==> config.mk <==
export PLATFORM = sky130hd
export DESIGN_NAME = srb_ctrl
export DESIGN_NICKNAME = d
export VERILOG_FILES = /design/src/rtl/core/srb_pkg.sv /design/src/rtl/core/srb_ctrl.sv
export SDC_FILE = /design/constraint.sdc
export NUM_CORES = 1
export LEC_CHECK = 0
export ABC_AREA = 1
export ABC_CLOCK_PERIOD_IN_PS = 800
export BUFFER_PORTS_ARGS = -buffer_cell sky130_fd_sc_hd__buf_2
export CORE_AREA = 2 2 39 41
export CTS_BUF_LIST = sky130_fd_sc_hd__clkbuf_8
export DETAILED_ROUTE_END_ITERATION = 8
export DIE_AREA = 0 0 41 43
export PLACE_DENSITY = 0.42
export SLEW_MARGIN = 20
export SYNTH_ARGS = -nofsm -noshare
export SYNTH_HDL_FRONTEND = slang
export SYNTH_SLANG_ARGS = --single-unit
export TNS_END_PERCENT = 100
==> constraint.sdc <==
create_clock -name clk -period 0.8 [get_ports clk]
set_input_delay 0.04 -clock clk [delete_from_list [all_inputs] [get_ports clk]]
set_output_delay 0.04 -clock clk [all_outputs]
set_load 0.005 [all_outputs]
==> src/rtl/core/srb_pkg.sv <==
// Shared constants, codes and control structs for the sequence reorder buffer.
package srb_pkg;

  localparam int LIST_DEPTH = 32;
  localparam int SEQ_W      = 31;
  localparam int TAG_W      = 16;
  localparam int SSEQ_W     = 32;
  localparam int OCC_W      = 6;
  localparam int STAT_W     = 3;
  localparam int OP_W       = 2;
  localparam int CNT_W      = $clog2(LIST_DEPTH + 1);

  typedef enum logic [OP_W-1:0] {
    OP_RECV  = 2'd0,
    OP_POP   = 2'd1,
    OP_CLEAR = 2'd2,
    OP_NOP   = 2'd3
  } op_t;

  typedef enum logic [STAT_W-1:0] {
    STAT_INSERTED = 3'd0,
    STAT_DUP      = 3'd1,
    STAT_FULL     = 3'd2,
    STAT_POPPED   = 3'd3,
    STAT_NONE     = 3'd4,
    STAT_CLEARED  = 3'd5
  } status_t;

  typedef enum logic [1:0] {
    S_IDLE,
    S_UPD,
    S_WALK
  } state_t;

  typedef struct packed {
    logic    capture;
    logic    ins;
    logic    pop;
    logic    clr;
    logic    walk;
    logic    emit;
    status_t status;
  } srb_cmd_t;

  typedef struct packed {
    op_t  op;
    logic stale;
    logic dup;
    logic full;
    logic pop_ok;
    logic out_free;
  } srb_stat_t;

endpackage

==> src/rtl/core/srb_ctrl.sv <==
// Controller state machine: sequences capture, list update and result load.
module srb_ctrl (
  input  logic               clk,
  input  logic               rst_n,
  input  logic               in_valid,
  output logic               in_ready,
  input  srb_pkg::srb_stat_t stat,
  output srb_pkg::srb_cmd_t  cmd
);
  import srb_pkg::*;

  state_t state_r, state_nxt;
  logic   recv_ok;

  always_ff @(posedge clk) begin
    if (!rst_n) begin
      state_r <= S_IDLE;
    end else begin
      state_r <= state_nxt;
    end
  end

  always_comb begin
    state_nxt = state_r;
    case (state_r)
      S_IDLE: begin
        if (in_valid) state_nxt = S_UPD;
      end
      S_UPD: begin
        state_nxt = S_WALK;
      end
      S_WALK: begin
        if (stat.out_free) state_nxt = S_IDLE;
      end
      default: begin
        state_nxt = S_IDLE;
      end
    endcase
  end

  assign recv_ok = (stat.op == OP_RECV) && !stat.stale;

  always_comb begin
    in_ready    = 1'b0;
    cmd.capture = 1'b0;
    cmd.ins     = 1'b0;
    cmd.pop     = 1'b0;
    cmd.clr     = 1'b0;
    cmd.walk    = 1'b0;
    cmd.emit    = 1'b0;
    case (stat.op)
      OP_RECV: begin
        if (stat.stale || stat.dup) cmd.status = STAT_DUP;
        else if (stat.full)         cmd.status = STAT_FULL;
        else                        cmd.status = STAT_INSERTED;
      end
      OP_POP:   cmd.status = stat.pop_ok ? STAT_POPPED : STAT_NONE;
      OP_CLEAR: cmd.status = STAT_CLEARED;
      default:  cmd.status = STAT_NONE;
    endcase
    case (state_r)
      S_IDLE: begin
        in_ready    = 1'b1;
        cmd.capture = in_valid;
      end
      S_UPD: begin
        cmd.ins = recv_ok && !stat.dup && !stat.full;
        cmd.pop = (stat.op == OP_POP) && stat.pop_ok;
        cmd.clr = (stat.op == OP_CLEAR);
      end
      S_WALK: begin
        cmd.emit = stat.out_free;
        cmd.walk = stat.out_free && recv_ok;
      end
      default: begin
        in_ready = 1'b0;
      end
    endcase
  end

endmodule

==> results of run 1 <==
[final timing paths]
kind	from	endpoint	slack, ps
worst max-delay path	state_r[1]$_SDFFE_PN0P_	cmd[4]	-160
worst min-delay path	in_valid	state_r[0]$_SDFFE_PN0P_	70
worst max register to register	state_r[1]$_SDFFE_PN0P_	state_r[1]$_SDFFE_PN0P_	20
worst min register to register	state_r[1]$_SDFFE_PN0P_	state_r[1]$_SDFFE_PN0P_	520
[layout make-up]
| type | count | share of cell area [%] |
|---|---|---|
| Tap cell | 16 | 4.80 |
| Timing Repair Buffer | 23 | 30.0 |
| Clock buffer | 3 | 9.91 |
| Inverter | 11 | 11.1 |
| Sequential cell | 2 | 10.2 |
| Multi-Input combinational cell | 23 | 33.9 |
[synthesized netlist by cell type]
master    count
inv_1        10
nand2_1       5
nand3_1       3
nor3_2        1
inv_2         1
nand2_2       2
nor2_1        5
nor2_4        1
dfxtp_1       2
o21ai_1       1
a21oi_1       1
nand3b_1      1
nor2_2        3
[metal layers]
| layer | up-vias | routed length (µm) |
|---|---|---|
| li1 | 157 | - |
| met3 | 2 | 39 |
| met1 | 120 | 222 |
| met5 | - | 0 |
| met4 | 0 | 16 |
| met2 | 12 | 303 |
[repair_timing]
| action | CTS | global route |
|---|---|---|
| buffers inserted | 2 | 2 |
| endpoints found under the setup margin | 7 | 8 |
| resized for setup | 6 | 5 |
| pin swaps | 3 | 2 |
[report_power, final]
group / switching (mW) / total (mW) / internal (mW)
Combinational: 0.0742 / 0.150 / 0.0760
Clock: 0.0768 / 0.395 / 0.318
Sequential: 0.00770 / 0.116 / 0.108
Total: 0.159 / 0.661 / 0.502
[worst register-to-register path: stages, from the launching register on]
cell and delay (ps):
dfxtp_2 320, inv_4 70, nand2_2 70, buf_4 140
a21oi_2 110
[cell families after synthesis]
logic type             count (synthesis)
buffers and inverters                 11
AO/OA/AOI/OAI                          2
flip-flops                             2
AND/OR/NAND/NOR                       21
[stage by stage]
step / power [mW] / cell area (µm²)
after floorplan: 0.171 / 204
after global placement: 0.230 / 319
after detailed placement: 0.230 / 319
after CTS: 0.654 / 388
after global routing: 0.713 / 417
final: 0.661 / 417
==> flow_summary.ini, run 1 <==
[synthesis]
synth_cell_types = 13
synth_top_cells_by_area = dfxtp_1, inv_1, nand2_1
synth_top_area_cell = dfxtp_1
muxShareOfSynthArea_pct = 0
synth_fa_ha_area_share_pct = 0
synth_top_family_by_area = simple AND/OR/NAND/NOR gates
yosysWarnings = 0
yosys.area_share.xor_xnor_pct = 0
synth-compound-area-share_pct = 4.91
synth-seq-cells = 2
syn_nets = 46
syn_area_per_cell_um2 = 5.67
syn_area_um2 = 204
ys_seq_area_share_pct = 19.6
synth-simple-area-share_pct = 55.2
synth_top_area_share_pct = 19.6
netlist_instances = 36

[place]
place_congestion = 0.706
dp_cells = 71
dp_hpwl_um = 464
preCtsSetupSlack_ps = 45.1
io_buffers = 19

[floorplanning]
die_w_um = 41
ios = 20
core_um2 = 1380
die_y_um = 43
rows = 14
initial_utilization_pct = 14.7
fp.dieArea_um2 = 1760

[sta]
rsz0062_at_grt = yes
hold_violations = 0
worst_pin_slew_ps = 142
min_period_ps = 964
report.final.slew_viol_count = 0
hold_slack_ps = 74.9
setup_tns_ps = -774
setup_viol = 7
setup_ws_ps = -164
period_share_pct = 121
final.setup_skew_ps = 1.55
max_freq_mhz = 1040
relSlewSlack_pct = 90.5

[pwr]
power_density_nw_per_um2 = 1590
peakVddDrop_mv = 0.736
p_leak_nw = 0.238

[clock_tree]
cts.path.max_buffers = 2
cts_buffers = 3
htree_levels = 1
clock-sinks = 2
postCtsHoldBufs = 0
clk_pin_slew_ps = 30
clk_latency_ps = 210
cts_tree = done
cts_root_buf = clkbuf_8

[critical_path]
cp.depth = 4
crit_path_end_kind = output port
cpPeakStageDelay_ps = 350
critPathRequiredTime_ps = 760
cp_max_fo = 3
startpoint_type = flop
crit_buf_inv = 2
path_cells = buf_4 -> nand3_2 -> nor2_1 -> buf_2
crit_family = flip-flops
slowest_stage = dfxtp_2
r2r_cells = 4
cp_data_arrival_time_ps = 920
path_class = reg2out

[flow_run]
cap_violations = 0

[detailed_routing]
drc = 0
num_vias = 291
first_pass_iters = 2
routed_wl_um = 581
wire_per_inst_um = 7.45
vias_per_cell = 3.73
drt-initial-drc-count = 1
antenna_left = 0

[final_layout]
layout-drive-gt1-share_pct = 67.7
seqCellArea_um2 = 42.5
final_nets = 74
n_antenna_cell = 0
multi_input_area_um2 = 141
final_cells = 78
nFillCells = 160
final_core_util_pct = 30.1
final_common_cell = buf_2
largest_register_ffs = 2
top_register = state_r
reg_top3 = state_r x2
layout_common_cells = buf_2, inv_1, nor2_1
syn2layout_area_growth_pct = 104

[global_route]
met3_usage_pct = 3.14
grt_overflow = 0
antenna_found_initial = 0
grt_max_degree = 5
grt_pass1_wl_um = 883
use_met1_pct = 6.37
grtUsageTotal_pct = 8.01
met2_usage_pct = 13.1
grt-busiest-layer = met2
grt_pass1_vias = 252

[hold_path]
min_delay_path_depth = 3
min_path_type = in2reg

[run_status]
violations = negative setup slack
outcome = finished, violations left
(Power assumes the default switching activity.)
==> inputs of run 2 (changes only) <==
Settings changed: ABC_CLOCK_PERIOD_IN_PS 800 to 1100.
Clock period 0.8 ns to 1.1 ns, I/O delays scaled along.
==> flow_summary.ini, run 2 (synthesis gave the netlist of run 1 again) <==
[run_status]
outcome = finished clean

[critical_path]
path_class = reg2out
cpPeakStageDelay_ps = 310
crit_path_end_kind = output port
startpoint_type = flop
cp_max_fo = 3
r2r-start = state_r[1]$_SDFFE_PN0P_
path_cells = inv_1 -> nand3_1 -> nor2_1 -> buf_2
critPathRequiredTime_ps = 1040
cp_data_arrival_time_ps = 930
startpoint = state_r[0]$_SDFFE_PN0P_
slowest_stage = dfxtp_1

[clock_tree]
postCtsHoldBufs = 0
clock-sinks = 2
cts_root_buf = clkbuf_8
cts.path.max_buffers = 2
cts_tree = done
cts_buffers = 3
cts_setup_buffers = 0
htree_levels = 1
clk_latency_ps = 210
cts_resized = 0
clk_pin_slew_ps = 30

[sta]
setup_ws_ps = 120
hold_slack_ps = 101
setup_tns_ps = 0
period_share_pct = 89.1
worst_pin_slew_ps = 142
final.setup_skew_ps = 1.54
relSlewSlack_pct = 90.6
report.final.slew_viol_count = 0
max_freq_mhz = 1020
min_period_ps = 980
setup_viol = 0
hold_violations = 0
rsz0062_at_grt = no

[detailed_routing]
wire_per_inst_um = 7.32
first_pass_iters = 2
antenna_left = 0
drt-initial-drc-count = 2
routed_wl_um = 542
vias_per_cell = 3.73
num_vias = 276
drc = 0

[floorplanning]
die_y_um = 43
rows = 14
die_w_um = 41
ios = 20
core_um2 = 1380
fp.dieArea_um2 = 1760
initial_utilization_pct = 14.7

[final_layout]
layout_common_cells = buf_2, inv_1, nand2_1, nor2_1
n_antenna_cell = 0
syn2layout_area_growth_pct = 76.7
final_nets = 70
top_register = state_r
final_cells = 74
final_core_util_pct = 26.0
layout-drive-gt1-share_pct = 51.7
reg_top3 = state_r x2
final_common_cell = buf_2
largest_register_ffs = 2

[hold_path]
min_path_type = in2reg
hold_start = in_valid

[place]
io_buffers = 19
preCtsSetupSlack_ps = 330
dp_cells = 71
place_congestion = 0.706
dp_hpwl_um = 464

[global_route]
grt_pass1_vias = 239
grt_pass1_wl_um = 814
grt_overflow = 0
grtUsageTotal_pct = 7.41
grt_max_degree = 5
antenna_found_initial = 0

[pwr]
p_leak_nw = 0.216
power_density_nw_per_um2 = 1250
peakVddDrop_mv = 0.528

[flow_run]
cap_violations = 0
run 2: path summary, 6_finish.rpt:
path              slack, ps                      end  cells after the start
hold / removal          100  state_r[0]$_SDFFE_PN0P_                      3
setup / recovery        120                   cmd[4]                      4
setup reg to reg        390  state_r[1]$_SDFFE_PN0P_                      3
hold reg to reg         510  state_r[1]$_SDFFE_PN0P_                      2
run 2: metrics by stage:
stage / total power, mW / instance area [µm²]
5_1_grt: 0.490 / 360
3_5_place_dp: 0.167 / 319
3_3_place_gp: 0.167 / 319
2_1_floorplan: 0.124 / 204
6_report: 0.452 / 360
4_1_cts: 0.464 / 360
run 2: metal layers:
metal | vias up | part of all wire (%) | wire length [µm] | track usage (%)
li1 | 150 | - | - | -
met2 | 12 | 51 | 277 | 11.3
met3 | 2 | 7.2 | 39 | 3.14
met1 | 112 | 39 | 209 | 6.37
met5 | - | 0 | 0 | 0
met4 | 0 | 3.0 | 16 | 8.00
run 2: layout make-up:
class,count,area (µm²)
flip-flops and latches,2,40.0
inverters,11,41.3
repair buffers,19,95.1
fillers,167,1020
well taps,16,20.0
multi-input cells,23,123
clock buffers,3,41.3
run 2: where the power goes:
group	switching, mW	leakage (nW)	internal, mW
Clock	0.0558	0.0216	0.231
Sequential	0.00353	0.0165	0.0777
Combinational	0.0451	0.178	0.0386
run 2: critical path, delay by kind of cell (launching register included):
kind	cells	cell delay [ps]
DFF	1	310
and+or+nand+nor	2	210
buffers and inverters	2	200
